### src/sv/lpth_pkg.sv
// shared types and constants for the linear probing tuple hash table
package lpth_pkg;

  localparam int DEF_TABLE_SIZE = 1024;

  localparam int MODE_W = 2;
  localparam int VAR_W = 17;
  localparam int VAL_W = 17;
  localparam int CHILD_W = 25;
  localparam int KEY_W = VAR_W + VAL_W + 2 * CHILD_W;

  localparam int VAR_LSB = MODE_W;
  localparam int VAL_LSB = VAR_LSB + VAR_W;
  localparam int LEFT_LSB = VAL_LSB + VAL_W;
  localparam int RIGHT_LSB = LEFT_LSB + CHILD_W;
  localparam int IN_W = ((MODE_W + KEY_W + 7) / 8) * 8;

  localparam int SLOT_OUT_W = 10;
  localparam int STATUS_W = 2;
  localparam int OUT_W = ((SLOT_OUT_W + STATUS_W + 7) / 8) * 8;

  localparam int SUM_W = 26;
  localparam int MARK_W = 2;
  localparam int ENTRY_W = MARK_W + KEY_W;

  localparam logic [MODE_W-1:0] MODE_INSERT = 2'd0;
  localparam logic [MODE_W-1:0] MODE_REMOVE = 2'd1;

  typedef enum logic [MARK_W-1:0] {
    MARK_EMPTY    = 2'd0,
    MARK_OCCUPIED = 2'd1,
    MARK_DELETED  = 2'd2
  } mark_t;

  typedef enum logic [STATUS_W-1:0] {
    ST_DONE   = 2'd0,
    ST_DUP    = 2'd1,
    ST_ABSENT = 2'd2,
    ST_FULL   = 2'd3
  } status_t;

  typedef enum logic [1:0] {
    SRC_ZERO,
    SRC_PROBE,
    SRC_FREE
  } slot_src_t;

  typedef enum logic [2:0] {
    S_CLEAR,
    S_IDLE,
    S_HASH,
    S_READ,
    S_CHECK,
    S_WRITE,
    S_FINISH
  } state_t;

  typedef struct packed {
    logic      clear_step;
    logic      load;
    logic      set_home;
    logic      step;
    logic      take_free;
    logic      mem_write;
    logic      res_set;
    status_t   res_status;
    slot_src_t res_src;
    logic      out_load;
  } cmd_t;

  typedef struct packed {
    logic clr_last;
    logic hash_done;
    logic is_insert;
    logic is_remove;
    logic is_occ;
    logic is_empty;
    logic key_match;
    logic lap_end;
    logic have_free;
  } sts_t;

endpackage

### src/sv/lpth_ctrl.sv
// controller state machine for the hash table
module lpth_ctrl (
  input  logic          clk,
  input  logic          rst,
  input  logic          in_valid,
  input  logic          out_ready,
  input  lpth_pkg::sts_t sts,
  output lpth_pkg::cmd_t cmd,
  output logic          in_ready,
  output logic          out_valid
);

  lpth_pkg::state_t state, state_next;
  logic out_valid_next;
  logic hit;
  logic more;
  logic out_free;

  assign hit = sts.is_occ & sts.key_match;
  assign more = ~sts.is_empty & ~sts.lap_end;
  assign out_free = ~out_valid | out_ready;
  assign in_ready = (state == lpth_pkg::S_IDLE);

  always_ff @(posedge clk) begin
    if (rst) begin
      state <= lpth_pkg::S_CLEAR;
      out_valid <= 1'b0;
    end else begin
      state <= state_next;
      out_valid <= out_valid_next;
    end
  end

  always_comb begin
    out_valid_next = out_valid;
    if (cmd.out_load) begin
      out_valid_next = 1'b1;
    end else if (out_ready) begin
      out_valid_next = 1'b0;
    end
  end

  always_comb begin
    state_next = state;
    case (state)
      lpth_pkg::S_CLEAR: begin
        if (sts.clr_last) state_next = lpth_pkg::S_IDLE;
      end
      lpth_pkg::S_IDLE: begin
        if (in_valid) state_next = lpth_pkg::S_HASH;
      end
      lpth_pkg::S_HASH: begin
        if (sts.hash_done) state_next = lpth_pkg::S_READ;
      end
      lpth_pkg::S_READ: begin
        state_next = lpth_pkg::S_CHECK;
      end
      lpth_pkg::S_CHECK: begin
        if (sts.is_insert) begin
          if (hit) begin
            state_next = lpth_pkg::S_FINISH;
          end else if (!more) begin
            if (sts.have_free || !sts.is_occ) state_next = lpth_pkg::S_WRITE;
            else state_next = lpth_pkg::S_FINISH;
          end
        end else begin
          if (hit) begin
            if (sts.is_remove) state_next = lpth_pkg::S_WRITE;
            else state_next = lpth_pkg::S_FINISH;
          end else if (!more) begin
            state_next = lpth_pkg::S_FINISH;
          end
        end
      end
      lpth_pkg::S_WRITE: begin
        state_next = lpth_pkg::S_FINISH;
      end
      lpth_pkg::S_FINISH: begin
        if (out_free) state_next = lpth_pkg::S_IDLE;
      end
      default: state_next = lpth_pkg::S_IDLE;
    endcase
  end

  always_comb begin
    cmd = '0;
    cmd.res_status = lpth_pkg::ST_DONE;
    cmd.res_src = lpth_pkg::SRC_ZERO;
    case (state)
      lpth_pkg::S_CLEAR: begin
        cmd.clear_step = 1'b1;
      end
      lpth_pkg::S_IDLE: begin
        cmd.load = in_valid;
      end
      lpth_pkg::S_HASH: begin
        cmd.set_home = sts.hash_done;
      end
      lpth_pkg::S_READ: begin
      end
      lpth_pkg::S_CHECK: begin
        if (sts.is_insert) begin
          if (hit) begin
            cmd.res_set = 1'b1;
            cmd.res_status = lpth_pkg::ST_DUP;
            cmd.res_src = lpth_pkg::SRC_PROBE;
          end else begin
            cmd.take_free = ~sts.is_occ & ~sts.have_free;
            if (more) begin
              cmd.step = 1'b1;
            end else if (!sts.have_free && sts.is_occ) begin
              cmd.res_set = 1'b1;
              cmd.res_status = lpth_pkg::ST_FULL;
            end
          end
        end else begin
          if (hit) begin
            if (!sts.is_remove) begin
              cmd.res_set = 1'b1;
              cmd.res_src = lpth_pkg::SRC_PROBE;
            end
          end else if (more) begin
            cmd.step = 1'b1;
          end else begin
            cmd.res_set = 1'b1;
            cmd.res_status = lpth_pkg::ST_ABSENT;
          end
        end
      end
      lpth_pkg::S_WRITE: begin
        cmd.mem_write = 1'b1;
        cmd.res_set = 1'b1;
        cmd.res_src = sts.is_insert ? lpth_pkg::SRC_FREE : lpth_pkg::SRC_PROBE;
      end
      lpth_pkg::S_FINISH: begin
        cmd.out_load = out_free;
      end
      default: begin
      end
    endcase
  end

endmodule

### config.mk
export PLATFORM = sky130hd
export DESIGN_NAME = lpth_ctrl
export DESIGN_NICKNAME = d
export VERILOG_FILES = /design/src/sv/lpth_pkg.sv /design/src/sv/lpth_ctrl.sv
export SDC_FILE = /design/constraint.sdc
export NUM_CORES = 1
export LEC_CHECK = 0
export ABC_AREA = 1
export ABC_CLOCK_PERIOD_IN_PS = 2210
export BUFFER_PORTS_ARGS = -buffer_cell sky130_fd_sc_hd__buf_4
export CAP_MARGIN = 20
export CORE_MARGIN = 2
export CORE_UTILIZATION = 25
export CTS_BUF_LIST = sky130_fd_sc_hd__clkbuf_4 sky130_fd_sc_hd__clkbuf_8
export DETAILED_ROUTE_END_ITERATION = 8
export HOLD_SLACK_MARGIN = 0.06
export PLACE_DENSITY = 0.53
export SKIP_LAST_GASP = 1
export SYNTH_ARGS = -nofsm -noshare
export SYNTH_HDL_FRONTEND = slang
export SYNTH_SLANG_ARGS = --single-unit
### constraint.sdc
create_clock -name clk -period 2.21 [get_ports clk]
set_input_delay 0.1105 -clock clk [delete_from_list [all_inputs] [get_ports clk]]
set_output_delay 0.1105 -clock clk [all_outputs]
set_load 0.1 [all_outputs]
==> out/metrics.csv <==
stage,metric,value,unit
worst_setup_path,worst-path cell chain,"nand3_2, a211oi_2, buf_4",
power_and_ir_drop,Worst VDD drop,0.754,mV
die,num ports,27,
detailed_routing,vias,585,
hold_path,min-delay src,out_ready,
worst_setup_path,CP Launch Type,flip-flop,
die,Starting Density,0.268,
cts,CTS tree,built,
synth,post-synthesis sequential area ratio,0.173,
cells_and_area,"most common cell after layout, fill and taps aside",buf_4,
timing,min cycle time layout,1.69,ns
detailed_routing,top layer reached by signal wires,met4,
cts,clk root buf,clkbuf_4,
synth,Synth Cell Area,463,um^2
synth,Post-Syn Instances,85,
grt,largest net degree at the start of global routing,9,
grt,first-pass GRT wire length,2.04,mm
cts,# resized after CTS,0,
job,max-cap violation count,0,
cts,H-tree depth,1,
worst_setup_path,critical path startpoint,state[2],
power_and_ir_drop,Combinational Power Share,0.794,
detailed_routing,met3 wire length,78,um
status,status,finished clean,
power_and_ir_drop,Pwr Density,1610,mW/mm^2
power_and_ir_drop,clock share of power,0.081,
power_and_ir_drop,Static Leakage,0.000392,uW
cells_and_area,number of diodes,0,
placement,Buffers on Ports,26,
timing,Worst-Margin Slew,0.298,ns
cells_and_area,most frequent cells in the layout,"buf_4, nand2_1, nor2_1",
cts,clock-pin slew on the worst setup and hold paths,0.04,ns
cts,CTS Buffer Depth,2,
cts,"Hold-fix buffers, CTS",1,
die,# rows,15,
timing,fin. max-slew vios,0,
cts,clock sinks,4,
synth,Post-Syn Nets,98,
worst_setup_path,CP Class,reg -> out,
worst_setup_path,"slowest stage delay, CP",0.49,ns
worst_setup_path,critical path required time,2.10,ns
die,Die Ht,47.0,um
grt,vias in the first global route,502,
timing,Finish-stage setup viols,0,
synth,"FF+latch count, synth",4,
power_and_ir_drop,Reg power frac,0.126,
worst_setup_path,RR Startpoint,state[2],
detailed_routing,final antenna-violating net count,0,
power_and_ir_drop,sw frac,0.679,
cts,Inserted Clock Buffers,3,
cells_and_area,share of layout cells above drive strength 1,0.434,
die,die area,0.00221,mm^2
cells_and_area,Area Overhead vs Synth,61.1,%
die,Core Box Area,0.00173,mm^2
worst_setup_path,Critical path buffers and inverters,1,
detailed_routing,M1 WL,538,um
cells_and_area,Nets,128,
detailed_routing,DR DRC count,0,
cts,clock latency on the worst-skew pair,0.25,ns
worst_setup_path,CP endpoint kind,output port,
timing,Hold WS,0.176,ns
detailed_routing,Routed WL per cell,9.28,um
worst_setup_path,critical path peak fanout,8,
power_and_ir_drop,Int Power,385,uW
cts,postcts setup bufs,0,
synth,Syn. warnings,0,
die,die width,47.0,um
grt,GRT Util Overall,0.135,
worst_setup_path,critical path arrival,1.58,ns
synth,"top cells by area, synth","nand2_1, dfxtp_1, nor2_1",
cells_and_area,FILL cells,196,
worst_setup_path,"CP delay by family, top",flip-flops,
worst_setup_path,Worst path slowest cell,dfxtp_1,
placement,Cells after DPL,134,
timing,post-route clock period utilization,0.766,
timing,Slew headroom,0.799,
synth,Yosys top cell by area,nand2_1,
grt,final global-route overflow total,0,
detailed_routing,TritonRoute pass-1 iters,2,
synth,Mean Syn Cell Area,5.45,um^2
grt,initial antenna violation count,0,
hold_path,worst hold path class,in -> reg,
power_and_ir_drop,P_sw,812,uW
placement,GPL Wtd Cong,0.818,
detailed_routing,via/cell ratio,4.24,
cells_and_area,Post-Layout Cell Count,138,
timing,Worst Clk Skew,0.0112,ns
detailed_routing,DR iter-0 viols,12,
detailed_routing,met2 wire len,643,um
synth,share of the synthesized area in the top cell type,0.186,
detailed_routing,final WL,1.28,mm
timing,Max Fclk,0.591,GHz
placement,dpl hpwl,1.08,mm
timing,RSZ-0062 raised after global routing,no,
synth,post-synthesis cell type count,19,
timing,Hold Fails Final Rpt,0,
[synth_stat cells, drive strengths merged]
library cell   n
a211oi         1
a21oi          2
buf            2
dfxtp          4
inv           16
nand2         24
nand3          8
nand4          1
nor2          20
nor3           2
nor4           1
o21ai          3
o22ai          1
[metrics by stage]
step            util  TNS [ns]  worst slack, ns  cell area (um^2)  power [uW]
2_1_floorplan      -    -0.195           -0.195               505         954
3_3_place_gp   0.413         0            0.814               713        1110
3_5_place_dp   0.413         0            0.758               713        1110
4_1_cts        0.432         0            0.497               746        1210
5_1_grt        0.432         0            0.417               746        1290
6_report       0.432         0            0.517               746        1200
[flip-flops by register name (all words and copies together) (netlist names)]
signal,flops
state,3
out_valid,1
[worst reg2reg max path, delay by kind of cell (launching register included)]
family | cells | cell delay (ns)
AND/OR/NAND/NOR | 7 | 0.74
flip-flops | 1 | 0.49
[cells by family after synthesis]
group           count (synthesis)  synth area share
compound gates                  7            0.0838
buf+inv                        18             0.170
flops                           4             0.173
simple gates                   56             0.573
[metal layers]
| layer | GRT usage | vias to the layer above |
|---|---|---|
| li1 | - | 317 |
| met3 | 0.0346 | 3 |
| met5 | 0 | - |
| met2 | 0.230 | 21 |
| met4 | 0.0667 | 0 |
| met1 | 0.156 | 244 |
[power groups by stage]
stage	clock network (uW)	registers [uW]	logic, uW
6_report	96.8	150	950
5_1_grt	103	157	1030
4_1_cts	100	150	959
3_5_place_dp	0	152	955
3_3_place_gp	0	150	961
2_1_floorplan	0	138	815
[cell type report]
class                   count  area (um^2)  share of cell area
clock buffers               3         22.5              0.0302
well taps                  25         31.3              0.0419
multi-input cells          63          347               0.465
inverters                  16         60.1              0.0805
flip-flops and latches      4         80.1               0.107
repair buffers             27          205               0.275
[path summary, 6_finish.rpt]
kind	slack [ns]	to	cells after the start
worst max-delay path	0.52	cmd[4]	3
worst min-delay path	0.18	out_valid	4
worst max register to register	0.86	state[1]	7
worst min register to register	0.57	out_valid	4
Power figures use the tool's default switching activity.
